==> src/rtl/core/wcg_pkg.sv <==
// Shared types, constants and the cosine table builder for the window coefficient generator.
`default_nettype none

package wcg_pkg;

    localparam int IDX_W          = 13;
    localparam int CFG_W          = 13;
    localparam int KIND_W         = 3;
    localparam int CIDX_W         = 2;
    localparam int MAX_LEN_DEF    = 4096;
    localparam int COS_TABLE_BITS = 10;
    localparam int TURN_BITS      = COS_TABLE_BITS + 2;
    localparam int QUARTER        = 1 << COS_TABLE_BITS;
    localparam int ADDR_W         = COS_TABLE_BITS + 1;
    localparam int MAG_W          = 16;
    localparam int COEF_W         = 16;
    localparam int DIV_W          = 13;
    localparam int D_W            = DIV_W + 1;
    localparam int NUM_W          = (TURN_BITS + 17 > 30) ? TURN_BITS + 17 : 30;
    localparam int REC_W          = NUM_W + 1;
    localparam int QS_W           = (TURN_BITS > 17) ? TURN_BITS : 17;
    localparam int BART_SH        = 16;
    localparam int WGT_W          = 20;
    localparam int Q15_FRAC       = 15;
    localparam int PROD_W         = WGT_W + MAG_W;
    localparam int SUM_W          = PROD_W + 2;
    localparam int NLANE          = 3;
    localparam int NST            = 8;

    localparam logic [COEF_W-1:0] ONE_Q15 = 16'h8000;
    localparam longint HALF_PI_Q30 = 64'sd1686629713;

    localparam logic [KIND_W-1:0] KIND_RECT  = 3'd0;
    localparam logic [KIND_W-1:0] KIND_BART  = 3'd1;
    localparam logic [KIND_W-1:0] KIND_HANN  = 3'd2;
    localparam logic [KIND_W-1:0] KIND_HAMM  = 3'd3;
    localparam logic [KIND_W-1:0] KIND_BLACK = 3'd4;
    localparam logic [KIND_W-1:0] KIND_BH    = 3'd5;
    localparam logic [KIND_W-1:0] KIND_TUKEY = 3'd6;

    localparam logic [CIDX_W-1:0] REG_KIND = 2'd0;
    localparam logic [CIDX_W-1:0] REG_SIZE = 2'd1;
    localparam logic [CIDX_W-1:0] REG_OVER = 2'd2;

    localparam logic [1:0] MODE_FIXED = 2'd0;
    localparam logic [1:0] MODE_BART  = 2'd1;
    localparam logic [1:0] MODE_COS   = 2'd2;

    localparam logic [1:0] WSEL_HANN  = 2'd0;
    localparam logic [1:0] WSEL_HAMM  = 2'd1;
    localparam logic [1:0] WSEL_BLACK = 2'd2;
    localparam logic [1:0] WSEL_BH    = 2'd3;

    localparam logic [1:0] QUAD_1 = 2'd1;
    localparam logic [1:0] QUAD_2 = 2'd2;

    typedef struct packed {
        logic [1:0] mode;
        logic [1:0] wsel;
        logic       oor;
    } t_ctl;

    typedef logic [MAG_W-1:0] t_cos_tab [0:QUARTER];

    // term weights a0..a3 in Q0.20
    function automatic logic [WGT_W-1:0] wgt_of(input logic [1:0] wsel, input int k);
        logic [WGT_W-1:0] w;
        w = '0;
        case (wsel)
            WSEL_HANN: begin
                if (k == 0 || k == 1) w = 20'd524288;
            end
            WSEL_HAMM: begin
                if (k == 0) w = 20'd566231;
                else if (k == 1) w = 20'd482345;
            end
            WSEL_BLACK: begin
                if (k == 0) w = 20'd440402;
                else if (k == 1) w = 20'd524288;
                else if (k == 2) w = 20'd83886;
            end
            WSEL_BH: begin
                if (k == 0) w = 20'd376177;
                else if (k == 1) w = 20'd512009;
                else if (k == 2) w = 20'd148143;
                else w = 20'd12247;
            end
            default: w = '0;
        endcase
        return w;
    endfunction

    // shift-subtract quotient of two non-negative values, elaboration time only
    function automatic longint div_floor(input longint a, input longint b);
        longint q;
        longint r;
        q = 0;
        r = 0;
        for (int k = 62; k >= 0; k--) begin
            r = (r <<< 1) | ((a >>> k) & 64'sd1);
            q = q <<< 1;
            if (r >= b) begin
                r = r - b;
                q = q | 64'sd1;
            end
        end
        return q;
    endfunction

    // quarter-wave cosine, Q1.15, integer Taylor series evaluated at elaboration
    function automatic t_cos_tab build_cos_tab();
        t_cos_tab tab;
        longint   x;
        longint   term;
        longint   sum;
        for (int j = 0; j <= QUARTER; j++) begin
            x    = (HALF_PI_Q30 * longint'(j)) >>> COS_TABLE_BITS;
            term = 64'sd1 <<< 30;
            sum  = term;
            for (int n = 1; n <= 9; n++) begin
                term = (term * x) >>> 30;
                term = (term * x) >>> 30;
                term = div_floor(term, longint'((2 * n - 1) * (2 * n)));
                if ((n & 1) == 1) sum = sum - term;
                else sum = sum + term;
            end
            if (sum < 0) sum = 0;
            tab[j] = MAG_W'((sum + (64'sd1 <<< 14)) >>> 15);
        end
        return tab;
    endfunction

endpackage

`default_nettype wire

==> src/rtl/core/wcg_back.sv <==
// Back stages: weighted cosine products, then sum, round, clamp and result select.
`default_nettype none

module wcg_back (
    input  wire logic                                          i_clk,
    input  wire logic [1:0]                                    i_en,
    input  wire wcg_pkg::t_ctl                                 i_ctl,
    input  wire logic [wcg_pkg::QS_W-1:0]                      i_q1,
    input  wire logic [wcg_pkg::NLANE-1:0][wcg_pkg::MAG_W-1:0] i_mag,
    input  wire logic [wcg_pkg::NLANE-1:0]                     i_neg,
    output logic      [wcg_pkg::COEF_W-1:0]                    o_coef,
    output logic                                               o_oor
);
    import wcg_pkg::*;

    localparam int RND_SH = WGT_W;
    localparam int V_W    = SUM_W - RND_SH;

    // stage 7
    logic [NLANE-1:0][PROD_W-1:0] r7_p;
    logic [NLANE-1:0]             r7_sub;
    logic [WGT_W-1:0]             r7_a0;
    t_ctl                         r7_ctl;
    logic [QS_W-1:0]              r7_q1;
    logic [NLANE-1:0][PROD_W-1:0] n7_p;
    logic [NLANE-1:0]             n7_sub;

    always_comb begin
        for (int l = 0; l < NLANE; l++) begin
            n7_p[l]   = PROD_W'(wgt_of(i_ctl.wsel, l + 1)) * PROD_W'(i_mag[l]);
            // odd harmonics enter with a minus sign
            n7_sub[l] = i_neg[l] ^ ((l % 2) == 0);
        end
    end

    always_ff @(posedge i_clk) begin
        if (i_en[0]) begin
            r7_p   <= n7_p;
            r7_sub <= n7_sub;
            r7_a0  <= wgt_of(i_ctl.wsel, 0);
            r7_ctl <= i_ctl;
            r7_q1  <= i_q1;
        end
    end

    // stage 8
    logic [COEF_W-1:0] r8_coef;
    logic              r8_oor;
    logic [COEF_W-1:0] n8_coef;

    always_comb begin
        logic signed [SUM_W-1:0] sum;
        logic signed [SUM_W-1:0] rnd;
        logic [V_W-1:0]          v;
        logic [COEF_W-1:0]       cosv;
        logic [COEF_W-1:0]       bart;
        sum = $signed(SUM_W'({r7_a0, {Q15_FRAC{1'b0}}}));
        for (int l = 0; l < NLANE; l++) begin
            if (r7_sub[l]) sum = sum - $signed(SUM_W'(r7_p[l]));
            else sum = sum + $signed(SUM_W'(r7_p[l]));
        end
        rnd = sum + $signed(SUM_W'(1) << (RND_SH - 1));
        v   = rnd[SUM_W-1:RND_SH];
        if (sum <= 0) cosv = '0;
        else if (v > V_W'(ONE_Q15)) cosv = ONE_Q15;
        else cosv = v[COEF_W-1:0];
        if (r7_q1 >= QS_W'(ONE_Q15)) bart = '0;
        else bart = COEF_W'(QS_W'(ONE_Q15) - r7_q1);
        case (r7_ctl.mode)
            MODE_BART: n8_coef = bart;
            MODE_COS:  n8_coef = cosv;
            default:   n8_coef = r7_ctl.oor ? '0 : ONE_Q15;
        endcase
    end

    always_ff @(posedge i_clk) begin
        if (i_en[1]) begin
            r8_coef <= n8_coef;
            r8_oor  <= r7_ctl.oor;
        end
    end

    assign o_coef = r8_coef;
    assign o_oor  = r8_oor;

endmodule

`default_nettype wire

==> config.mk <==
export PLATFORM = sky130hd
export DESIGN_NAME = wcg_back
export DESIGN_NICKNAME = d
export VERILOG_FILES = /design/src/rtl/core/wcg_pkg.sv /design/src/rtl/core/wcg_back.sv
export SDC_FILE = /design/constraint.sdc
export NUM_CORES = 2
export LEC_CHECK = 0
export BUFFER_PORTS_ARGS = -buffer_cell sky130_fd_sc_hd__buf_2
export CAP_MARGIN = 20
export CORE_UTILIZATION = 60
export DETAILED_ROUTE_END_ITERATION = 8
export GPL_ROUTABILITY_DRIVEN = 0
export GPL_TIMING_DRIVEN = 1
export PLACE_DENSITY = 0.84
export SLEW_MARGIN = 25
export SYNTH_ARGS = -nofsm -noshare
export SYNTH_HDL_FRONTEND = slang
export SYNTH_SLANG_ARGS = --single-unit
==> constraint.sdc <==
create_clock -name i_clk -period 18.66 [get_ports i_clk]
set_clock_uncertainty 0.2 [all_clocks]
set_input_delay 5.598 -clock i_clk [delete_from_list [all_inputs] [get_ports i_clk]]
set_output_delay 5.598 -clock i_clk [all_outputs]
set_load 0.05 [all_outputs]
==> results_dict.tcl <==
set metrics [dict create \
    status "finished clean" \
    grt-ovfl-total 0 \
    dp_hpwl_um 61700 \
    cp.arrival_ps 13420 \
    synth_ff_type "edfxtp_1" \
    synth-simple-area-share_pct 11.4 \
    ios 93 \
    layout_min_cycle_time_ps 13410 \
    async_flop_share_pct 0 \
    fin_crit_sh_pct 71.9 \
    crit_slowest_cell "fa_1" \
    route.detailed.drc 0 \
    layout.nets 4399 \
    synth_edf_count 152 \
    die_x_um 231 \
    max-slew-margin-rel_pct 41.5 \
    grt_max_degree 81 \
    grt_pass1_wl_um 118000 \
    synth_top_area_share_pct 23.8 \
    post_synth_num_cell_types 85 \
    crit_fanout 32 \
    synthMuxAreaShare_pct 0.135 \
    cts_buffers 17 \
    portBuffers 92 \
    cts.clk_slew.worst_paths_ps 60 \
    fin_tns_setup_ps 0 \
    grt_util_all_layers_pct 27.7 \
    synthAdderAreaFrac_pct 46.3 \
    cts_root_buf "clkbuf_16" \
    yosysMostFrequentCell "inv_1" \
    cp_top_family "adder cells" \
    crit_cells 27 \
    num_rows 83 \
    syn_inst 3316 \
    hold_depth 0 \
    slowest_delay_ps 580 \
    synth_area_per_cell_sq_um 9.49 \
    hold_buffers 0 \
    htree_levels 4 \
    drv_slew 0 \
    drt-total-wl_um 71900 \
    setup_viol 0 \
    numClockSinks 152 \
    crit_required_ps 18660 \
    antenna_found_initial 0 \
    area_growth_pct 5.50 \
    synth_top_family_by_area "adder cells" \
    vias 23600 \
    fmax_mhz 74.6 \
    ys_warn_count 0 \
    post_drt_wl_per_cell_um 17.7 \
    ys_top_cells_by_count "inv_1, ha_1, fa_1" \
    cts_tree "done" \
    initialDrtViolationCount 1717 \
    synth_top_cell_by_area "fa_1" \
    cts-resized-gates 0 \
    die_h_um 231 \
    critical_path_buf_inv_count 6 \
    vias_per_cell 5.80 \
    crit_type "input port to flop" \
    hp-class "flop to flop" \
    post-cts-setup-buffers 0 \
    post-route-util_pct 64.4 \
    synth-compound-area-share_pct 12.3 \
    synthXorXnorAreaFrac_pct 7.26 \
    tightest_slew_ps 874 \
    ant_nets 0 \
    die_area_sq_mm 0.0533 \
    first_pass_iters 8 \
    grt_pass1_vias 23900 \
    n_fill_cell 4069 \
    cp-end-kind "flop" \
    yosysSeqAreaShare_pct 14.5 \
    path_common_cell "fa_1" \
    synth.cell_area_sq_mm 0.0315 \
    reg2regPathDepth 33 \
    yosys-top-cells-area "fa_1, ha_1, edfxtp_1" \
    cts.path.max_buffers 2 \
    drv_cap 0 \
    ys_ff_latch 152 \
    antennaDiodeCount 0 \
    hold_viol_final 0 \
    start_util_pct 61.1 \
    drive_gt1_share_pct 4.89 \
    rsz0062_at_grt "no" \
    cp-start-kind "input port" \
    design.core.area_sq_mm 0.0515 \
    clock_latency_ps 460 \
]
## per-layer routing
layer  wire (um)  track usage [%]
met1       30200             35.7
met4        2510             10.5
met3        3800             3.37
met2       35400             47.6
met5           0                0
## kinds of logic after synthesis
family | Yosys count
AO/OA/AOI/OAI | 583
XOR/XNOR | 260
adder cells (fa/ha/maj) | 940
buffers and inverters | 665
flip-flops | 152
multiplexers | 4
other | 1
AND/OR/NAND/NOR | 711
## layout by cell type (no fill, tap or decap), types with 57 or more instances in the layout
cell type / count
fa_1: 374
ha_1: 566
nor3_1: 57
xnor2_1: 210
and2_1: 99
nor2_1: 193
a21oi_1: 187
inv_1: 613
buf_2: 91
nand2_1: 132
a21o_1: 75
edfxtp_1: 152
o21ai_0: 74
## per-stage QoR
stage / hold WS, ps / cell area [sq um] / worst slack [ps] / instances
3_3_place_gp: 252 / 32600 / 5090 / 4043
4_1_cts: 268 / 33200 / 5330 / 4075
6_report: 263 / 33200 / 5250 / 4076
3_5_place_dp: 253 / 32600 / 4850 / 4043
2_1_floorplan: 226 / 31500 / 5770 / 3317
5_1_grt: 301 / 33200 / 4870 / 4076
## registers in the layout, summed over array words and instances, names as in the netlist
name,count
o_oor,1
r7_q1,17
o_coef,16
r7_ctl,3
r7_p,104
r7_a0,8
r7_sub,3
## final cells by class
cell class / count / area, sq um / share of cell area [%]
multi-input cells: 2500 / 24400 / 73.5
clock inverters: 15 / 141 / 0.426
flip-flops and latches: 152 / 4560 / 13.8
repair buffers: 99 / 527 / 1.59
well taps: 680 / 851 / 2.56
clock buffers: 17 / 425 / 1.28
inverters: 613 / 2300 / 6.93
## worst paths after layout
kind / start / end / slack, ps
setup reg to reg: r7_p[3] / o_coef[6] / 9660
hold / removal: r7_ctl[0] / o_oor / 260
hold reg to reg: r7_ctl[0] / o_oor / 260
setup / recovery: i_ctl[1] / r7_p[70] / 5250
Power is not shown: default switching activity piles up to over one toggle a cycle in this logic, so the estimate is an artifact.
