**src/rtl/core/wcg_pkg.sv**
```systemverilog
// Shared types, constants and the cosine table builder for the window coefficient generator.
`default_nettype none

package wcg_pkg;

    localparam int IDX_W          = 13;
    localparam int CFG_W          = 13;
    localparam int KIND_W         = 3;
    localparam int CIDX_W         = 2;
    localparam int MAX_LEN_DEF    = 4096;
    localparam int COS_TABLE_BITS = 10;
    localparam int TURN_BITS      = COS_TABLE_BITS + 2;
    localparam int QUARTER        = 1 << COS_TABLE_BITS;
    localparam int ADDR_W         = COS_TABLE_BITS + 1;
    localparam int MAG_W          = 16;
    localparam int COEF_W         = 16;
    localparam int DIV_W          = 13;
    localparam int D_W            = DIV_W + 1;
    localparam int NUM_W          = (TURN_BITS + 17 > 30) ? TURN_BITS + 17 : 30;
    localparam int REC_W          = NUM_W + 1;
    localparam int QS_W           = (TURN_BITS > 17) ? TURN_BITS : 17;
    localparam int BART_SH        = 16;
    localparam int WGT_W          = 20;
    localparam int Q15_FRAC       = 15;
    localparam int PROD_W         = WGT_W + MAG_W;
    localparam int SUM_W          = PROD_W + 2;
    localparam int NLANE          = 3;
    localparam int NST            = 8;

    localparam logic [COEF_W-1:0] ONE_Q15 = 16'h8000;
    localparam longint HALF_PI_Q30 = 64'sd1686629713;

    localparam logic [KIND_W-1:0] KIND_RECT  = 3'd0;
    localparam logic [KIND_W-1:0] KIND_BART  = 3'd1;
    localparam logic [KIND_W-1:0] KIND_HANN  = 3'd2;
    localparam logic [KIND_W-1:0] KIND_HAMM  = 3'd3;
    localparam logic [KIND_W-1:0] KIND_BLACK = 3'd4;
    localparam logic [KIND_W-1:0] KIND_BH    = 3'd5;
    localparam logic [KIND_W-1:0] KIND_TUKEY = 3'd6;

    localparam logic [CIDX_W-1:0] REG_KIND = 2'd0;
    localparam logic [CIDX_W-1:0] REG_SIZE = 2'd1;
    localparam logic [CIDX_W-1:0] REG_OVER = 2'd2;

    localparam logic [1:0] MODE_FIXED = 2'd0;
    localparam logic [1:0] MODE_BART  = 2'd1;
    localparam logic [1:0] MODE_COS   = 2'd2;

    localparam logic [1:0] WSEL_HANN  = 2'd0;
    localparam logic [1:0] WSEL_HAMM  = 2'd1;
    localparam logic [1:0] WSEL_BLACK = 2'd2;
    localparam logic [1:0] WSEL_BH    = 2'd3;

    localparam logic [1:0] QUAD_1 = 2'd1;
    localparam logic [1:0] QUAD_2 = 2'd2;

    typedef struct packed {
        logic [1:0] mode;
        logic [1:0] wsel;
        logic       oor;
    } t_ctl;

    typedef logic [MAG_W-1:0] t_cos_tab [0:QUARTER];

    // term weights a0..a3 in Q0.20
    function automatic logic [WGT_W-1:0] wgt_of(input logic [1:0] wsel, input int k);
        logic [WGT_W-1:0] w;
        w = '0;
        case (wsel)
            WSEL_HANN: begin
                if (k == 0 || k == 1) w = 20'd524288;
            end
            WSEL_HAMM: begin
                if (k == 0) w = 20'd566231;
                else if (k == 1) w = 20'd482345;
            end
            WSEL_BLACK: begin
                if (k == 0) w = 20'd440402;
                else if (k == 1) w = 20'd524288;
                else if (k == 2) w = 20'd83886;
            end
            WSEL_BH: begin
                if (k == 0) w = 20'd376177;
                else if (k == 1) w = 20'd512009;
                else if (k == 2) w = 20'd148143;
                else w = 20'd12247;
            end
            default: w = '0;
        endcase
        return w;
    endfunction

    // shift-subtract quotient of two non-negative values, elaboration time only
    function automatic longint div_floor(input longint a, input longint b);
        longint q;
        longint r;
        q = 0;
        r = 0;
        for (int k = 62; k >= 0; k--) begin
            r = (r <<< 1) | ((a >>> k) & 64'sd1);
            q = q <<< 1;
            if (r >= b) begin
                r = r - b;
                q = q | 64'sd1;
            end
        end
        return q;
    endfunction

    // quarter-wave cosine, Q1.15, integer Taylor series evaluated at elaboration
    function automatic t_cos_tab build_cos_tab();
        t_cos_tab tab;
        longint   x;
        longint   term;
        longint   sum;
        for (int j = 0; j <= QUARTER; j++) begin
            x    = (HALF_PI_Q30 * longint'(j)) >>> COS_TABLE_BITS;
            term = 64'sd1 <<< 30;
            sum  = term;
            for (int n = 1; n <= 9; n++) begin
                term = (term * x) >>> 30;
                term = (term * x) >>> 30;
                term = div_floor(term, longint'((2 * n - 1) * (2 * n)));
                if ((n & 1) == 1) sum = sum - term;
                else sum = sum + term;
            end
            if (sum < 0) sum = 0;
            tab[j] = MAG_W'((sum + (64'sd1 <<< 14)) >>> 15);
        end
        return tab;
    endfunction

endpackage

`default_nettype wire

```
**src/rtl/core/wcg_recip.sv**
```systemverilog
// Bit-serial reciprocal unit: floor(2^NUM_W / m) for the window and taper divisors.
`default_nettype none

module wcg_recip (
    input  wire logic                                         i_clk,
    input  wire logic                                         i_rst_n,
    input  wire logic                                         i_start,
    input  wire logic [1:0][wcg_pkg::DIV_W-1:0]               i_div,
    output logic      [1:0][wcg_pkg::REC_W-1:0]               o_recip,
    output logic                                              o_busy
);
    import wcg_pkg::*;

    localparam int CNT_W = $clog2(REC_W);

    logic             r_busy;
    logic [CNT_W-1:0] r_cnt;
    logic [1:0][DIV_W-1:0] r_rem;
    logic [1:0][REC_W-1:0] r_quo;
    logic [1:0][DIV_W-1:0] n_rem;
    logic [1:0]            n_ge;

    always_comb begin
        logic [DIV_W:0] sh;
        logic [DIV_W:0] dif;
        for (int l = 0; l < 2; l++) begin
            // dividend is a single one followed by zeros
            sh       = (r_cnt == '0) ? {{DIV_W{1'b0}}, 1'b1} : {r_rem[l], 1'b0};
            dif      = sh - {1'b0, i_div[l]};
            n_ge[l]  = sh >= {1'b0, i_div[l]};
            n_rem[l] = n_ge[l] ? dif[DIV_W-1:0] : sh[DIV_W-1:0];
        end
    end

    always_ff @(posedge i_clk) begin
        if (!i_rst_n) begin
            r_busy <= 1'b1;
            r_cnt  <= '0;
        end else if (i_start) begin
            r_busy <= 1'b1;
            r_cnt  <= '0;
        end else if (r_busy) begin
            r_cnt <= r_cnt + CNT_W'(1);
            if (r_cnt == CNT_W'(REC_W - 1)) r_busy <= 1'b0;
        end
    end

    always_ff @(posedge i_clk) begin
        if (r_busy && !i_start) begin
            for (int l = 0; l < 2; l++) begin
                r_rem[l] <= n_rem[l];
                r_quo[l] <= {r_quo[l][REC_W-2:0], n_ge[l]};
            end
        end
    end

    assign o_recip = r_quo;
    assign o_busy  = r_busy;

endmodule

`default_nettype wire

```
**config.mk**
```make
export PLATFORM = sky130hd
export DESIGN_NAME = wcg_recip
export DESIGN_NICKNAME = d
export VERILOG_FILES = /design/src/rtl/core/wcg_pkg.sv /design/src/rtl/core/wcg_recip.sv
export SDC_FILE = /design/constraint.sdc
export NUM_CORES = 1
export LEC_CHECK = 0
export BUFFER_PORTS_ARGS = -buffer_cell sky130_fd_sc_hd__clkbuf_2
export CAP_MARGIN = 10
export CORE_MARGIN = 2
export CORE_UTILIZATION = 56
export DETAILED_ROUTE_END_ITERATION = 8
export HOLD_SLACK_MARGIN = 0.02
export PLACE_DENSITY = 0.81
export SETUP_SLACK_MARGIN = 0.1
export SLEW_MARGIN = 10
export SYNTH_ARGS = -nofsm -noshare
export SYNTH_HDL_FRONTEND = slang
export SYNTH_SLANG_ARGS = --single-unit
export TNS_END_PERCENT = 20
```
**constraint.sdc**
```tcl
create_clock -name i_clk -period 5.7 [get_ports i_clk]
set_clock_uncertainty 0.2 [all_clocks]
set_input_delay 0.57 -clock i_clk [delete_from_list [all_inputs] [get_ports i_clk]]
set_output_delay 0.57 -clock i_clk [all_outputs]
set_load 0.03 [all_outputs]
```
==> summary.md <==
| Metric | Value |
|---|---|
| Slowest-stage cell, CP | `a21oi_2` |
| Critical Path AT | `4180 ps` |
| Worst hold-check path type | `flop to flop` |
| Buf+Inv Stages, Crit Path | `2` |
| Post-DP Area | `0.00540 mm^2` |
| Post-route minimum period | `4260 ps` |
| IO Count | `92` |
| Global-route wire length before repair | `15.8 mm` |
| Register area share after synthesis | `57.2%` |
| Net Count, Synth | `446` |
| Site Rows | `33` |
| Final WS setup | `1440 ps` |
| Tightest Pin Transition | `1130 ps` |
| Gpl congestion | `0.890` |
| Share of flip-flops with an asynchronous set or reset | `0%` |
| Initial DRC Count | `109` |
| GRT overflow | `0` |
| Max Freq | `0.234 GHz` |
| Mapped Cells | `386` |
| CP Cell Sequence | `inv_1 > ha_1 > nor4b_4 > inv_2 > nand2_1 > fa_1 > nor2b_1 > o21ai_0 > nand3_1 > nand3_1 > a21oi_2 > mux2_2` |
| Vias in the first global route | `3348` |
| Multi-input gate area | `0.00191 mm^2` |
| Final Hold Viols | `0` |
| Avg Cell Area, Syn | `12.5 um^2` |
| Synthesized area | `0.00483 mm^2` |
| Hold Buf Count CTS | `0` |
| Routed vias | `3272` |
| RSZ-0062 raised after global routing | `false` |
| Pre-antenna DRT Iters | `4` |
| Post-synth cell types | `59` |
| YS warnings | `0` |
| Fillers | `636` |
| CTS tree | `done` |
| Initial antenna violation count | `0` |
| Total track usage | `20.5%` |
| Number of synthesized register bits | `94` |
| Reg clk slew, reported paths | `100 ps` |
| Avg WL per Cell | `15.7 um` |
| EDFF count, synth | `88` |
| P_leak | `2.46 nW` |
| Maximum capacitance violations | `0` |
| Setup total negative slack | `0 ps` |
| H-tree lvl count | `3` |
| Max_slew headroom | `24.8%` |
| DRC errors left | `0` |
| Core Util, Final | `67.5%` |
| Final HPWL DP | `6.76 mm` |
| Ant. Diodes | `0` |
| Pre-CTS setup slack | `1470 ps` |
| Critical Path Source | `r_cnt[0]$_SDFFE_PP0P_` |
| Die height | `96.9 um` |
| Pwr Density | `283 mW/mm^2` |
| Via/cell ratio | `5.53` |
| Clock Path Buffers | `2` |
| Worst Path Required | `5620 ps` |
| Crit path max-delay family | `compound AO/OA/AOI/OAI gates` |
| Clock root cell | `clkbuf_8` |
| Total die area | `0.00939 mm^2` |
| Slowest cell delay on critical path | `770 ps` |
| Max VDD drop | `0.131 mV` |
| Clock sinks | `94` |
| Post-CTS Repair Setup Buffers | `0` |
| Fraction of layout instances using a drive strength above 1 | `26.7%` |
| # nets final | `542` |
| Core Region | `0.00830 mm^2` |
| Synthesis-to-layout area growth | `15.9%` |
| Final ANT Viol Nets | `0` |
| Synth Flop Type | `edfxtp_1` |
| Total CTS buffers | `9` |
| Worst skew pair latency | `360 ps` |
| Die Width | `96.9 um` |
| Worst path most repeated cell | `nand3_1` |
| Largest net degree at the start of global routing | `50` |
| Startpoint types | `flop` |
| Fin area | `0.00560 mm^2` |
| Worst Hold Launch | `o_recip[8]$_DFFE_PP_` |
| Status | `finished clean` |
| FF-to-FF Start | `r_cnt[0]$_SDFFE_PP0P_` |
| Endpoints failing setup | `0` |
| Post-CTS Resized | `0` |
| Fin. max-slew vios | `0` |
| Buffers on Ports | `91` |
| Initial core utilization | `58.2%` |
| Crit path kind | `flop to flop` |
| Worst setup EP type | `flop` |
| Sequential Area | `0.00276 mm^2` |
| Part of the cycle the worst path needs | `74.8%` |
| Final WL | `9.32 mm` |
| CP max FO | `37` |
==> layout make-up <==
type	count	share of cell area, %
clock buffers	9	2.21
well taps	105	2.35
clock inverters	7	1.34
multi-input cells	251	34.2
repair buffers	93	8.40
inverters	33	2.21
flip-flops and latches	94	49.3
==> metrics by stage <==
stage                     power [mW]  std cells  hold WS [ps]
final                           1.59        592           256
after global routing            1.66        592           271
after CTS                       1.60        592           256
after detailed placement        1.17        576           232
after global placement          1.15        576           230
after floorplan                 1.09        386           324
==> state kept, by name, indices dropped and copies added (netlist names) <==
signal,count
o_busy,1
o_recip,62
r_rem,26
r_cnt,5
==> path summary, 6_finish.rpt <==
check                         endpoint  slack (ps)  cells past startpoint
setup / recovery   r_rem[12]$_DFFE_PP_        1440                     12
hold reg to reg   o_recip[9]$_DFFE_PP_         260                      0
hold / removal    o_recip[9]$_DFFE_PP_         260                      0
setup reg to reg   r_rem[12]$_DFFE_PP_        1440                     12
==> Yosys cell counts (all sizes together), types with 5 or more instances <==
| cell type | count | area [um^2] |
|---|---|---|
| nand4 | 5 | 31.3 |
| nor2 | 26 | 100 |
| edfxtp | 88 | 2640 |
| xor2 | 9 | 78.8 |
| and2 | 22 | 138 |
| nand3 | 8 | 40.0 |
| o21ai | 11 | 58.8 |
| dfxtp | 6 | 120 |
| mux2 | 10 | 135 |
| nand2 | 19 | 71.3 |
| a21oi | 28 | 155 |
| clkbuf | 6 | 22.5 |
| a21o | 8 | 60.1 |
| inv | 33 | 124 |
| mux2i | 5 | 50.1 |
| ha | 29 | 363 |
| xnor2 | 18 | 158 |
==> kinds of logic after synthesis <==
family / Yosys count / share of synthesized area, %
buffers and inverters: 41 / 3.37
AOI/OAI and AO/OA: 75 / 10.9
muxes: 15 / 3.83
DFF: 94 / 57.2
and+or+nand+nor: 103 / 11.5
xor gates and xnor gates: 27 / 4.89
adders and majority gates: 31 / 8.34
==> power by group <==
group	internal (mW)	switching, mW	leakage [nW]
Clock	0.173	0.261	0.0981
Combinational	0.119	0.198	1.44
Sequential	0.814	0.0209	0.921
==> cell usage in the layout (no fill, tap or decap), drive strengths merged, types with 2 or more instances in the layout <==
master,synthesis,layout
and2,22,22
o211ai,2,2
fa,2,2
o21a,2,2
a21oi,28,28
nand4,5,5
a41oi,4,4
edfxtp,88,88
nand2,19,19
xor2,9,9
ha,29,29
o31ai,2,2
a21o,8,8
o21bai,2,2
a221oi,2,2
clkinv,0,3
a2111oi,2,2
nand3b,3,3
nand4b,2,2
o21ai,11,11
mux2i,5,5
buf,2,2
dfxtp,6,6
inv,33,36
and3,4,4
nand3,8,8
nor3,2,2
clkbuf,6,100
xnor2,18,18
nor2,26,26
a211oi,4,4
mux2,10,10
nand2b,2,2
nor2b,4,4
==> routing by layer <==
metal	track usage, %	up-vias	share of wire [%]
met5	0	-	0
met4	6.28	0	0.92
met3	4.05	7	4.7
met2	35.4	85	48
met1	26.3	1574	46
li1	-	1606	-
Note: power is estimated with default switching activity, not from simulation.
