[config.mk]
export PLATFORM = sky130hd
export DESIGN_NAME = wcg_front
export DESIGN_NICKNAME = d
export VERILOG_FILES = /design/src/rtl/core/wcg_pkg.sv /design/src/rtl/core/wcg_front.sv
export SDC_FILE = /design/constraint.sdc
export NUM_CORES = 1
export LEC_CHECK = 0
export ABC_AREA = 1
export BUFFER_PORTS_ARGS = -buffer_cell sky130_fd_sc_hd__buf_4
export CORE_UTILIZATION = 50
export CTS_CLUSTER_DIAMETER = 60
export CTS_CLUSTER_SIZE = 16
export DETAILED_ROUTE_END_ITERATION = 10
export GPL_ROUTABILITY_DRIVEN = 0
export HOLD_SLACK_MARGIN = 0.1
export PLACE_DENSITY = 0.75
export RECOVER_POWER = 50
export SLEW_MARGIN = 20
export SYNTH_ARGS = -nofsm -noshare
export SYNTH_HDL_FRONTEND = slang
export SYNTH_SLANG_ARGS = --single-unit
[constraint.sdc]
create_clock -name i_clk -period 7.05 [get_ports i_clk]
set_clock_uncertainty 0.1 [all_clocks]
set_input_delay 0.3525 -clock i_clk [delete_from_list [all_inputs] [get_ports i_clk]]
set_output_delay 0.3525 -clock i_clk [all_outputs]
set_load 0.005 [all_outputs]
[src/rtl/core/wcg_pkg.sv]
// Shared types, constants and the cosine table builder for the window coefficient generator.
`default_nettype none

package wcg_pkg;

    localparam int IDX_W          = 13;
    localparam int CFG_W          = 13;
    localparam int KIND_W         = 3;
    localparam int CIDX_W         = 2;
    localparam int MAX_LEN_DEF    = 4096;
    localparam int COS_TABLE_BITS = 10;
    localparam int TURN_BITS      = COS_TABLE_BITS + 2;
    localparam int QUARTER        = 1 << COS_TABLE_BITS;
    localparam int ADDR_W         = COS_TABLE_BITS + 1;
    localparam int MAG_W          = 16;
    localparam int COEF_W         = 16;
    localparam int DIV_W          = 13;
    localparam int D_W            = DIV_W + 1;
    localparam int NUM_W          = (TURN_BITS + 17 > 30) ? TURN_BITS + 17 : 30;
    localparam int REC_W          = NUM_W + 1;
    localparam int QS_W           = (TURN_BITS > 17) ? TURN_BITS : 17;
    localparam int BART_SH        = 16;
    localparam int WGT_W          = 20;
    localparam int Q15_FRAC       = 15;
    localparam int PROD_W         = WGT_W + MAG_W;
    localparam int SUM_W          = PROD_W + 2;
    localparam int NLANE          = 3;
    localparam int NST            = 8;

    localparam logic [COEF_W-1:0] ONE_Q15 = 16'h8000;
    localparam longint HALF_PI_Q30 = 64'sd1686629713;

    localparam logic [KIND_W-1:0] KIND_RECT  = 3'd0;
    localparam logic [KIND_W-1:0] KIND_BART  = 3'd1;
    localparam logic [KIND_W-1:0] KIND_HANN  = 3'd2;
    localparam logic [KIND_W-1:0] KIND_HAMM  = 3'd3;
    localparam logic [KIND_W-1:0] KIND_BLACK = 3'd4;
    localparam logic [KIND_W-1:0] KIND_BH    = 3'd5;
    localparam logic [KIND_W-1:0] KIND_TUKEY = 3'd6;

    localparam logic [CIDX_W-1:0] REG_KIND = 2'd0;
    localparam logic [CIDX_W-1:0] REG_SIZE = 2'd1;
    localparam logic [CIDX_W-1:0] REG_OVER = 2'd2;

    localparam logic [1:0] MODE_FIXED = 2'd0;
    localparam logic [1:0] MODE_BART  = 2'd1;
    localparam logic [1:0] MODE_COS   = 2'd2;

    localparam logic [1:0] WSEL_HANN  = 2'd0;
    localparam logic [1:0] WSEL_HAMM  = 2'd1;
    localparam logic [1:0] WSEL_BLACK = 2'd2;
    localparam logic [1:0] WSEL_BH    = 2'd3;

    localparam logic [1:0] QUAD_1 = 2'd1;
    localparam logic [1:0] QUAD_2 = 2'd2;

    typedef struct packed {
        logic [1:0] mode;
        logic [1:0] wsel;
        logic       oor;
    } t_ctl;

    typedef logic [MAG_W-1:0] t_cos_tab [0:QUARTER];

    // term weights a0..a3 in Q0.20
    function automatic logic [WGT_W-1:0] wgt_of(input logic [1:0] wsel, input int k);
        logic [WGT_W-1:0] w;
        w = '0;
        case (wsel)
            WSEL_HANN: begin
                if (k == 0 || k == 1) w = 20'd524288;
            end
            WSEL_HAMM: begin
                if (k == 0) w = 20'd566231;
                else if (k == 1) w = 20'd482345;
            end
            WSEL_BLACK: begin
                if (k == 0) w = 20'd440402;
                else if (k == 1) w = 20'd524288;
                else if (k == 2) w = 20'd83886;
            end
            WSEL_BH: begin
                if (k == 0) w = 20'd376177;
                else if (k == 1) w = 20'd512009;
                else if (k == 2) w = 20'd148143;
                else w = 20'd12247;
            end
            default: w = '0;
        endcase
        return w;
    endfunction

    // shift-subtract quotient of two non-negative values, elaboration time only
    function automatic longint div_floor(input longint a, input longint b);
        longint q;
        longint r;
        q = 0;
        r = 0;
        for (int k = 62; k >= 0; k--) begin
            r = (r <<< 1) | ((a >>> k) & 64'sd1);
            q = q <<< 1;
            if (r >= b) begin
                r = r - b;
                q = q | 64'sd1;
            end
        end
        return q;
    endfunction

    // quarter-wave cosine, Q1.15, integer Taylor series evaluated at elaboration
    function automatic t_cos_tab build_cos_tab();
        t_cos_tab tab;
        longint   x;
        longint   term;
        longint   sum;
        for (int j = 0; j <= QUARTER; j++) begin
            x    = (HALF_PI_Q30 * longint'(j)) >>> COS_TABLE_BITS;
            term = 64'sd1 <<< 30;
            sum  = term;
            for (int n = 1; n <= 9; n++) begin
                term = (term * x) >>> 30;
                term = (term * x) >>> 30;
                term = div_floor(term, longint'((2 * n - 1) * (2 * n)));
                if ((n & 1) == 1) sum = sum - term;
                else sum = sum + term;
            end
            if (sum < 0) sum = 0;
            tab[j] = MAG_W'((sum + (64'sd1 <<< 14)) >>> 15);
        end
        return tab;
    endfunction

endpackage

`default_nettype wire

[src/rtl/core/wcg_front.sv]
// Front stages: range check and kind decode, then dividend, divisor and reciprocal select.
`default_nettype none

module wcg_front #(
    parameter int MAX_LEN = wcg_pkg::MAX_LEN_DEF
) (
    input  wire logic                                         i_clk,
    input  wire logic [1:0]                                   i_en,
    input  wire logic [wcg_pkg::IDX_W-1:0]                    i_index,
    input  wire logic [wcg_pkg::KIND_W-1:0]                   i_kind,
    input  wire logic [wcg_pkg::CFG_W-1:0]                    i_size,
    input  wire logic [wcg_pkg::CFG_W-1:0]                    i_over,
    input  wire logic [1:0][wcg_pkg::REC_W-1:0]               i_recip,
    output logic      [wcg_pkg::NLANE-1:0][wcg_pkg::NUM_W-1:0] o_num,
    output logic      [wcg_pkg::D_W-1:0]                      o_den,
    output logic      [wcg_pkg::REC_W-1:0]                    o_rcp,
    output wcg_pkg::t_ctl                                     o_ctl
);
    import wcg_pkg::*;

    localparam int LEN_W = ($clog2(MAX_LEN + 1) > CFG_W + 1) ? $clog2(MAX_LEN + 1) : CFG_W + 1;

    // stage 1
    logic [IDX_W-1:0] r1_idx;
    t_ctl             r1_ctl;
    logic             r1_hi;
    logic             r1_tukey;
    t_ctl             n1_ctl;
    logic [LEN_W-1:0] n1_len;

    always_comb begin
        logic [CFG_W:0]   len_raw;
        logic [LEN_W-1:0] len_ext;
        logic             lo;
        logic             hi;
        len_raw = (i_kind == KIND_TUKEY) ? {1'b0, i_size} + {1'b0, i_over} : {1'b0, i_size};
        len_ext = LEN_W'(len_raw);
        n1_len  = (len_ext > LEN_W'(MAX_LEN)) ? LEN_W'(MAX_LEN) : len_ext;
        hi      = i_index >= i_size;
        lo      = i_index < i_over;
        n1_ctl.mode = MODE_FIXED;
        n1_ctl.wsel = WSEL_HANN;
        n1_ctl.oor  = LEN_W'(i_index) >= n1_len;
        case (i_kind)
            KIND_BART: begin
                if (i_size != CFG_W'(1)) n1_ctl.mode = MODE_BART;
            end
            KIND_HANN, KIND_HAMM, KIND_BLACK, KIND_BH: begin
                if (i_size != CFG_W'(1)) n1_ctl.mode = MODE_COS;
                n1_ctl.wsel = 2'(i_kind - KIND_HANN);
            end
            KIND_TUKEY: begin
                // taper is hann-shaped; an overlap of one gives full scale
                if ((hi || lo) && i_over != CFG_W'(1)) n1_ctl.mode = MODE_COS;
            end
            default: n1_ctl.mode = MODE_FIXED;
        endcase
        if (n1_ctl.oor) n1_ctl.mode = MODE_FIXED;
    end

    always_ff @(posedge i_clk) begin
        if (i_en[0]) begin
            r1_idx   <= i_index;
            r1_ctl   <= n1_ctl;
            r1_hi    <= i_index >= i_size;
            r1_tukey <= i_kind == KIND_TUKEY;
        end
    end

    // stage 2
    logic [NLANE-1:0][NUM_W-1:0] r2_num;
    logic [D_W-1:0]              r2_den;
    logic [REC_W-1:0]            r2_rcp;
    t_ctl                        r2_ctl;
    logic [NLANE-1:0][NUM_W-1:0] n2_num;
    logic [D_W-1:0]              n2_den;
    logic [REC_W-1:0]            n2_rcp;

    always_comb begin
        logic [DIV_W-1:0] m_w;
        logic [DIV_W-1:0] m_t;
        logic [DIV_W:0]   i2;
        logic [DIV_W:0]   d;
        logic [DIV_W:0]   j;
        logic [NUM_W-1:0] iw;
        m_w = i_size - DIV_W'(1);
        m_t = i_over - DIV_W'(1);
        i2  = {r1_idx, 1'b0};
        d   = (i2 >= {1'b0, m_w}) ? i2 - {1'b0, m_w} : {1'b0, m_w} - i2;
        j   = r1_hi ? {1'b0, i_size} + {1'b0, i_over} - (DIV_W + 1)'(1) - {1'b0, r1_idx}
                    : {1'b0, r1_idx};
        iw  = NUM_W'(r1_idx);
        n2_num = '0;
        if (r1_tukey) begin
            n2_num[0] = (NUM_W'(j) << TURN_BITS) + NUM_W'(m_t);
            n2_den    = {m_t, 1'b0};
            n2_rcp    = i_recip[1];
        end else begin
            n2_den = {m_w, 1'b0};
            n2_rcp = i_recip[0];
            if (r1_ctl.mode == MODE_BART) begin
                n2_num[0] = (NUM_W'(d) << BART_SH) + NUM_W'(m_w);
            end else begin
                // 2*k*i turns plus m, for rounding to nearest step
                n2_num[0] = (iw << (TURN_BITS + 1)) + NUM_W'(m_w);
                n2_num[1] = (iw << (TURN_BITS + 2)) + NUM_W'(m_w);
                n2_num[2] = ((iw + (iw << 1)) << (TURN_BITS + 1)) + NUM_W'(m_w);
            end
        end
    end

    always_ff @(posedge i_clk) begin
        if (i_en[1]) begin
            r2_num <= n2_num;
            r2_den <= n2_den;
            r2_rcp <= n2_rcp;
            r2_ctl <= r1_ctl;
        end
    end

    assign o_num = r2_num;
    assign o_den = r2_den;
    assign o_rcp = r2_rcp;
    assign o_ctl = r2_ctl;

endmodule

`default_nettype wire

==> flow_results.xml, run 1 <==
<?xml version="1.0" encoding="UTF-8"?>
<metrics>
  <group name="clock_tree">
    <metric name="clk_pin_slew_worst_paths" unit="ps">60</metric>
    <metric name="cts_made_buffers" unit="">17</metric>
    <metric name="clock_insertion_delay_at_the_later_pin_of_the_skew_report" unit="ps">420</metric>
    <metric name="clk_root_buffer_cell" unit="">clkbuf_16</metric>
    <metric name="cts_max_level" unit="">4</metric>
    <metric name="cts.hold.buffers_added" unit="">50</metric>
    <metric name="numClockSinks" unit="">127</metric>
    <metric name="clock_tree_from_tritoncts" unit="">built</metric>
    <metric name="cts-root-to-sink-buffers" unit="">2</metric>
    <metric name="postCtsSetupRepairBufs" unit="">0</metric>
    <metric name="cts_resized" unit="">0</metric>
  </group>
  <group name="timing">
    <metric name="setup_ws" unit="ps">3050</metric>
    <metric name="finalSetupViolations" unit="">0</metric>
    <metric name="final.setup.tns" unit="ps">0</metric>
    <metric name="slew_at_the_pin_closest_to_its_max_slew_limit" unit="ps">1640</metric>
    <metric name="tcrit_tclk_final" unit="">0.568</metric>
    <metric name="rsz0062_at_grt" unit="">no</metric>
    <metric name="tightest_slew_margin_relative_to_the_limit" unit="">-0.0938</metric>
    <metric name="clock.fmax" unit="MHz">250</metric>
    <metric name="timing.final.hold_violations" unit="">0</metric>
    <metric name="layout_min_cycle_time" unit="ps">4000</metric>
    <metric name="report.final.slew_viol_count" unit="">31</metric>
  </group>
  <group name="floorplan">
    <metric name="initial_utilization" unit="">0.516</metric>
    <metric name="die_height" unit="µm">147</metric>
    <metric name="chipWidth" unit="µm">147</metric>
    <metric name="die-area" unit="µm²">21700</metric>
    <metric name="floorplan.core_area" unit="µm²">20400</metric>
    <metric name="num_io_pins" unit="">247</metric>
    <metric name="rows" unit="">52</metric>
  </group>
  <group name="logic_synthesis">
    <metric name="syn_avg_cell_area" unit="µm²">7.62</metric>
    <metric name="postSynthCellCount" unit="">1383</metric>
    <metric name="synth-main-ff-cell" unit="">edfxtp_1</metric>
    <metric name="ys_seq_area_frac" unit="">0.362</metric>
    <metric name="synthTopCellsByArea" unit="">edfxtp_1 36%, nand2_1 15%, ha_1 13%</metric>
    <metric name="ys_seq_elements" unit="">127</metric>
    <metric name="synth.yosys.warnings" unit="">0</metric>
    <metric name="synth_largest_area_cell" unit="">edfxtp_1</metric>
    <metric name="fraction_of_registers_with_async_set_or_reset_after_synthesis" unit="">0</metric>
    <metric name="netlist.area_leader.share" unit="">0.362</metric>
    <metric name="synth.distinct_cells" unit="">54</metric>
    <metric name="mappedNetlistArea" unit="µm²">10500</metric>
    <metric name="synth_edf_count" unit="">127</metric>
  </group>
  <group name="route">
    <metric name="drtAntennaViolNets" unit="">0</metric>
    <metric name="drt_first_iter_violations" unit="">923</metric>
    <metric name="drt-vias-per-instance" unit="">5.44</metric>
    <metric name="remaining_drc_errors" unit="">0</metric>
    <metric name="postRouteWirelength" unit="µm">32600</metric>
    <metric name="num_vias" unit="">10400</metric>
    <metric name="routedWlPerCell" unit="µm">17.0</metric>
    <metric name="drt_pre_antenna_iters" unit="">7</metric>
  </group>
  <group name="grt">
    <metric name="vias_in_the_first_global_route" unit="">9718</metric>
    <metric name="grt_use_total" unit="">0.301</metric>
    <metric name="grt_overflow_total" unit="">0</metric>
    <metric name="grt_antenna_before_repair" unit="">0</metric>
    <metric name="grt_start_max_net_pins" unit="">79</metric>
    <metric name="grt_pass1_wl" unit="µm">50000</metric>
  </group>
  <group name="pwr">
    <metric name="pwr-share-clk" unit="">0.325</metric>
    <metric name="combPwrFrac" unit="">0.333</metric>
    <metric name="power-per-cell-area" unit="nW/µm²">210</metric>
    <metric name="leakagePower" unit="nW">6.61</metric>
    <metric name="total_power" unit="W">0.00279</metric>
    <metric name="p_seq_frac" unit="">0.342</metric>
    <metric name="p_int" unit="W">0.00184</metric>
    <metric name="p_sw_frac" unit="">0.340</metric>
    <metric name="total_switching_power" unit="W">0.000950</metric>
    <metric name="vdd_ir_drop_max" unit="V">0.000144</metric>
  </group>
  <group name="worst_setup_path">
    <metric name="crit_arrival" unit="ps">4160</metric>
    <metric name="critical_path.startpoint_type" unit="">input port</metric>
    <metric name="setup.worst_path.class" unit="">in2reg</metric>
    <metric name="worst_ep_required_time" unit="ps">7210</metric>
    <metric name="path_max_fanout" unit="">17</metric>
    <metric name="crit_path_end_kind" unit="">flop</metric>
  </group>
  <group name="run_status">
    <metric name="status" unit="">finished with violations</metric>
    <metric name="violations_in_the_final_reports" unit="">capacitance limit, slew limit</metric>
  </group>
  <group name="layout">
    <metric name="area_growth_syn_to_layout" unit="%">26.3</metric>
    <metric name="finalNetCount" unit="">1857</metric>
    <metric name="post_route_cells_drive_above_1_share" unit="">0.160</metric>
    <metric name="post-route-cell-area" unit="µm²">13300</metric>
    <metric name="antenna_cells_inserted" unit="">0</metric>
  </group>
  <group name="hold_path">
    <metric name="holdCritPathClass" unit="">in2reg</metric>
  </group>
  <group name="place">
    <metric name="dp.final_hpwl" unit="µm">25600</metric>
    <metric name="dpl_cell_area" unit="µm²">12300</metric>
    <metric name="numPortBuffers" unit="">239</metric>
    <metric name="post-place-ws" unit="ps">2960</metric>
  </group>
  <group name="job">
    <metric name="cap_violations" unit="">1</metric>
  </group>
</metrics>
## Yosys cell counts, types with 7 or more instances
cell type	n
o21ai_1	9
a31oi_1	8
buf_4	36
o211ai_1	7
nand2_1	411
nand3b_1	8
o21ai_0	44
edfxtp_1	127
nor2_1	114
nor3_1	11
a21oi_1	83
inv_1	175
nand3_1	84
xor2_1	35
nand4_1	28
o21bai_1	7
ha_1	107
clkbuf_1	15
## power groups by stage
stage,combinational [W],clock (W),sequential (W)
finish,0.000929,0.000906,0.000954
global placement,0.000876,0,0.000969
detailed placement,0.000890,0,0.000970
global route,0.00103,0.000945,0.000961
CTS,0.000924,0.000918,0.000955
floorplan,0.000575,0,0.000962
## routing by layer
layer / vias to the layer above / routed length, µm / GRT usage
li1: 5070 / - / -
met2: 582 / 14700 / 0.471
met3: 112 / 3090 / 0.0599
met1: 4684 / 13200 / 0.398
met5: - / 0 / 0
met4: 0 / 1540 / 0.144
## stage by stage
stage | instances | hold WS (ps) | utilization
after CTS | 1922 | 101 | 0.658
after global routing | 1922 | 106 | 0.651
after floorplan | 1389 | 300 | -
after global placement | 1840 | 302 | 0.604
final | 1922 | 114 | 0.651
after detailed placement | 1840 | 308 | 0.604
## cell type report
class | instances | area (µm²)
Timing Repair Buffer | 293 | 2190
Fill cell | 1798 | 7120
Tap cell | 270 | 338
Clock inverter | 14 | 181
Inverter | 181 | 679
Clock buffer | 18 | 429
Sequential cell | 127 | 3810
Multi-Input combinational cell | 1019 | 5670
## cells by family after synthesis
| family | count (synthesis) | synth area share |
|---|---|---|
| AOI/OAI and AO/OA | 180 | 0.0972 |
| xor gates and xnor gates | 37 | 0.0308 |
| adders and majority gates | 111 | 0.135 |
| buffers and inverters | 243 | 0.101 |
| DFF | 127 | 0.362 |
| muxes | 1 | 0.000950 |
| other | 1 | 0.000356 |
| and+or+nand+nor | 683 | 0.273 |
## final timing paths
path	from	slack, ps	depth (start not counted)	end
min	i_recip[56]	110	3	o_rcp[25]
max reg2reg	r1_idx[0]	3790	16	o_num[24]
min reg2reg	r1_ctl[2]	320	0	o_ctl[2]
max	i_kind[2]	3050	22	r1_ctl[3]
## flip-flops by register name (all words and copies together), names as in the netlist
signal / count
o_ctl: 5
o_den: 1
o_num: 70
o_rcp: 31
r1_ctl: 5
r1_hi: 1
r1_idx: 13
r1_tukey: 1
## worst max-delay path, stage by stage
cell	delay, ps
clkbuf_1	140
nand2_2	80
nor2_1	1090
inv_2	330
o21ai_1	280
nand2_1	90
nor2_1	90
nand3_1	100
nor2_1	110
nand2_1	50
nor2_1	110
nand3_2	100
nand2_4	140
nand2_1	70
ha_1	280
inv_1	60
nor2_1	30
o21ai_0	140
o211ai_1	100
nand2_1	60
nand4_1	130
nor3b_1	210
## cell usage in the layout, fill, tap and decap left out, types with 3 or more instances in the layout
cell type / instances
nand3_2: 3
inv_1: 175
a31oi_1: 8
nor2_2: 5
nor3_1: 11
edfxtp_1: 127
buf_4: 103
conb_1: 7
nand4_1: 28
fa_1: 4
inv_6: 4
inv_2: 5
o211ai_1: 7
clkinvlp_4: 3
nand3b_1: 8
nor3b_1: 3
xor2_1: 35
ha_1: 107
a21boi_0: 3
nor4_1: 4
clkbuf_4: 105
clkbuf_16: 17
nand2_1: 411
o21bai_1: 7
nand3_1: 84
dlygate4sd3_1: 50
or2_2: 4
and2_1: 3
a21oi_1: 83
o21ai_1: 9
clkbuf_1: 36
bufinv_16: 3
o21ai_0: 44
nor2_1: 115
No activity file was read; power rests on OpenSTA's default activity.
==> inputs of run 2 (changes only) <==
--- a/config.mk
+++ b/config.mk
@@ -13,7 +13,7 @@
 export DETAILED_ROUTE_END_ITERATION = 10
 export GPL_ROUTABILITY_DRIVEN = 0
 export HOLD_SLACK_MARGIN = 0.1
-export PLACE_DENSITY = 0.75
+export PLACE_DENSITY = 0.78
 export RECOVER_POWER = 50
 export SLEW_MARGIN = 20
 export SYNTH_ARGS = -nofsm -noshare
==> constraint.sdc (replaced) <==
create_clock -name i_clk -period 3.55 [get_ports i_clk]
set_clock_uncertainty 0.1 [all_clocks]
set_input_delay 0.1775 -clock i_clk [delete_from_list [all_inputs] [get_ports i_clk]]
set_output_delay 0.1775 -clock i_clk [all_outputs]
set_load 0.005 [all_outputs]
==> run 2 against run 1 <==
Compared with the run above: the run still ends with capacitance limit, slew limit left; non-clock buffer count rose by 69; die area did not move; clock power rose by 96%; final cell count rose by 3.5%; register-to-register slack got worse by 3400 ps; count of clock-buffer cells in the layout did not move; total power rose by 100%; critical path type unchanged; critical endpoint is now o_num[21]; highest routed layer unchanged.
==> flow_results.xml, run 2 (same netlist as run 1, synthesis figures left out) <==
<?xml version="1.0" encoding="UTF-8"?>
<metrics>
  <group name="run_status">
    <metric name="status" unit="">finished with violations</metric>
    <metric name="violations_in_the_final_reports" unit="">capacitance limit, slew limit</metric>
  </group>
  <group name="hold_path">
    <metric name="holdCritPathClass" unit="">in2reg</metric>
  </group>
  <group name="floorplan">
    <metric name="die_height" unit="µm">147</metric>
    <metric name="rows" unit="">52</metric>
    <metric name="die-area" unit="µm²">21700</metric>
    <metric name="num_io_pins" unit="">247</metric>
    <metric name="floorplan.core_area" unit="µm²">20400</metric>
    <metric name="chipWidth" unit="µm">147</metric>
    <metric name="initial_utilization" unit="">0.516</metric>
  </group>
  <group name="clock_tree">
    <metric name="cts-root-to-sink-buffers" unit="">2</metric>
    <metric name="numClockSinks" unit="">127</metric>
    <metric name="clk_pin_slew_worst_paths" unit="ps">60</metric>
    <metric name="clock_insertion_delay_at_the_later_pin_of_the_skew_report" unit="ps">430</metric>
    <metric name="clock_tree_from_tritoncts" unit="">built</metric>
    <metric name="cts_max_level" unit="">4</metric>
    <metric name="clk_root_buffer_cell" unit="">clkbuf_16</metric>
    <metric name="cts_made_buffers" unit="">17</metric>
  </group>
  <group name="route">
    <metric name="drt-vias-per-instance" unit="">5.55</metric>
    <metric name="drtAntennaViolNets" unit="">0</metric>
    <metric name="drt_first_iter_violations" unit="">1154</metric>
    <metric name="num_vias" unit="">11100</metric>
    <metric name="routedWlPerCell" unit="µm">17.6</metric>
    <metric name="remaining_drc_errors" unit="">0</metric>
    <metric name="drt_pre_antenna_iters" unit="">9</metric>
    <metric name="postRouteWirelength" unit="µm">35000</metric>
  </group>
  <group name="worst_setup_path">
    <metric name="setup.worst_path.class" unit="">in2reg</metric>
    <metric name="path_max_fanout" unit="">5</metric>
    <metric name="cpLargestDelayFamily" unit="">simple AND/OR/NAND/NOR gates</metric>
    <metric name="timing.critical_path.buf_inv" unit="">2</metric>
    <metric name="crit_arrival" unit="ps">3330</metric>
    <metric name="worst_path_cell_trace" unit="">buf_4 &gt; ha_1 &gt; fa_1 &gt; nand3_1 &gt; nand2_1 &gt; nand2_1 &gt; nand3_1 &gt; and2_1 &gt; ha_1 &gt; nand2_1 &gt; inv_1 &gt; a21oi_1 &gt; nand2_1 &gt; nand2_1 &gt; nand3_1 &gt; nand2_1 &gt; nand2_1 &gt; nor2_2 &gt; nand3_1 &gt; nand3_1 &gt; nand3b_1</metric>
    <metric name="timing.critical_path.mode_cell" unit="">nand2_1</metric>
    <metric name="cpPeakStageDelay" unit="ps">430</metric>
    <metric name="worst_ep_required_time" unit="ps">3620</metric>
    <metric name="critical_path.startpoint_type" unit="">input port</metric>
    <metric name="setup.reg_to_reg.worst_slack" unit="ps">400</metric>
    <metric name="crit_slowest_cell" unit="">fa_1</metric>
    <metric name="crit_path_end_kind" unit="">flop</metric>
  </group>
  <group name="timing">
    <metric name="setup_ws" unit="ps">293</metric>
    <metric name="tcrit_tclk_final" unit="">0.918</metric>
    <metric name="rsz0062_at_grt" unit="">no</metric>
    <metric name="layout_min_cycle_time" unit="ps">3260</metric>
    <metric name="hold-worst-slack" unit="ps">142</metric>
    <metric name="report.final.slew_viol_count" unit="">103</metric>
    <metric name="final.setup.tns" unit="ps">0</metric>
    <metric name="slew_at_the_pin_closest_to_its_max_slew_limit" unit="ps">2510</metric>
    <metric name="clock.fmax" unit="MHz">307</metric>
    <metric name="timing.final.hold_violations" unit="">0</metric>
    <metric name="finalSetupViolations" unit="">0</metric>
    <metric name="tightest_slew_margin_relative_to_the_limit" unit="">-0.671</metric>
  </group>
  <group name="pwr">
    <metric name="power-per-cell-area" unit="nW/µm²">404</metric>
    <metric name="leakagePower" unit="nW">6.94</metric>
    <metric name="vdd_ir_drop_max" unit="V">0.000241</metric>
  </group>
  <group name="layout">
    <metric name="antenna_cells_inserted" unit="">0</metric>
    <metric name="largest_register_ffs" unit="">70</metric>
    <metric name="layout.filler_cells" unit="">1628</metric>
    <metric name="mostFrequentLayoutCells" unit="">412 x nand2_1, 175 x inv_1, 130 x buf_4, 127 x edfxtp_1, 118 x clkbuf_4</metric>
    <metric name="area_growth_syn_to_layout" unit="%">32.1</metric>
    <metric name="finalNetCount" unit="">1926</metric>
    <metric name="post-route-cell-area" unit="µm²">13900</metric>
    <metric name="post_route_cells_drive_above_1_share" unit="">0.177</metric>
    <metric name="mostFrequentLayoutCell" unit="">nand2_1</metric>
  </group>
  <group name="grt">
    <metric name="grt_overflow_total" unit="">0</metric>
    <metric name="grt_use_total" unit="">0.321</metric>
    <metric name="grt_antenna_before_repair" unit="">1</metric>
    <metric name="vias_in_the_first_global_route" unit="">10400</metric>
    <metric name="grt_pass1_wl" unit="µm">53600</metric>
    <metric name="grt_start_max_net_pins" unit="">103</metric>
  </group>
  <group name="place">
    <metric name="post-place-ws" unit="ps">4.00</metric>
    <metric name="dpl_cell_area" unit="µm²">12600</metric>
    <metric name="dp.final_hpwl" unit="µm">26100</metric>
    <metric name="numPortBuffers" unit="">239</metric>
  </group>
  <group name="job">
    <metric name="cap_violations" unit="">1</metric>
  </group>
</metrics>
-- run 2: cell count changes in the layout (fill, tap and decap cells not counted) --
cell           change
clkinv_4           +2
nand2_1            +1
clkbuf_4          +13
buf_4             +27
buf_1              +1
clkbuf_2           +1
nor2_4             +1
nor2_1             -1
dlygate4sd3_1     +33
clkbuf_1           -6
inv_6              -4
clkinvlp_4         -1
nand2_2            -1
clkinv_2           +2
-- run 2: path summary, 6_finish.rpt --
path / startpoint / endpoint / cells after the start
worst max-delay path: i_size[0] / o_num[21] / 21
worst min register to register: r1_ctl[2] / o_ctl[2] / 0
worst max register to register: r1_idx[0] / o_num[22] / 14
worst min-delay path: i_over[6] / o_num[6] / 3
-- run 2: what timing repair did --
action / CTS / global route
hold buffers: 83 / 0
setup endpoints to repair: 0 / 0
hold endpoints to repair: 73 / 0
setup buffers: 0 / 0
resized for setup: 0 / 0
-- run 2: through the flow --
stage               cells  power [W]  utilization
floorplan            1389    0.00305            -
global placement     1876    0.00370        0.618
detailed placement   1876    0.00374        0.618
CTS                  1990    0.00561        0.687
global route         1990    0.00590        0.681
finish               1990    0.00563        0.681
-- run 2: cell type report --
class / instances / area [µm²] / share of cell area
inverter: 181 / 679 / 0.0488
tap: 270 / 338 / 0.0243
clock inverter: 13 / 166 / 0.0120
timing repair buffer: 362 / 2810 / 0.202
multi-input combinational: 1019 / 5680 / 0.408
clock buffer: 18 / 429 / 0.0308
sequential: 127 / 3810 / 0.274
-- run 2: where the power goes --
group / internal [W] / switching [W]
clock: 0.00110 / 0.000673
sequential: 0.00183 / 0.0000662
combinational: 0.000786 / 0.00117
-- run 2: routing by layer --
layer,routed length [µm],vias up,global-route usage
met4,1720,0,0.160
met5,0,-,0
met2,16400,659,0.529
met1,13600,5055,0.412
li1,-,5207,-
met3,3320,129,0.0475
-- run 2: worst min-delay path: stages --
cell and delay, ps:
buf_4 120, a21oi_1 120, a21oi_1 120
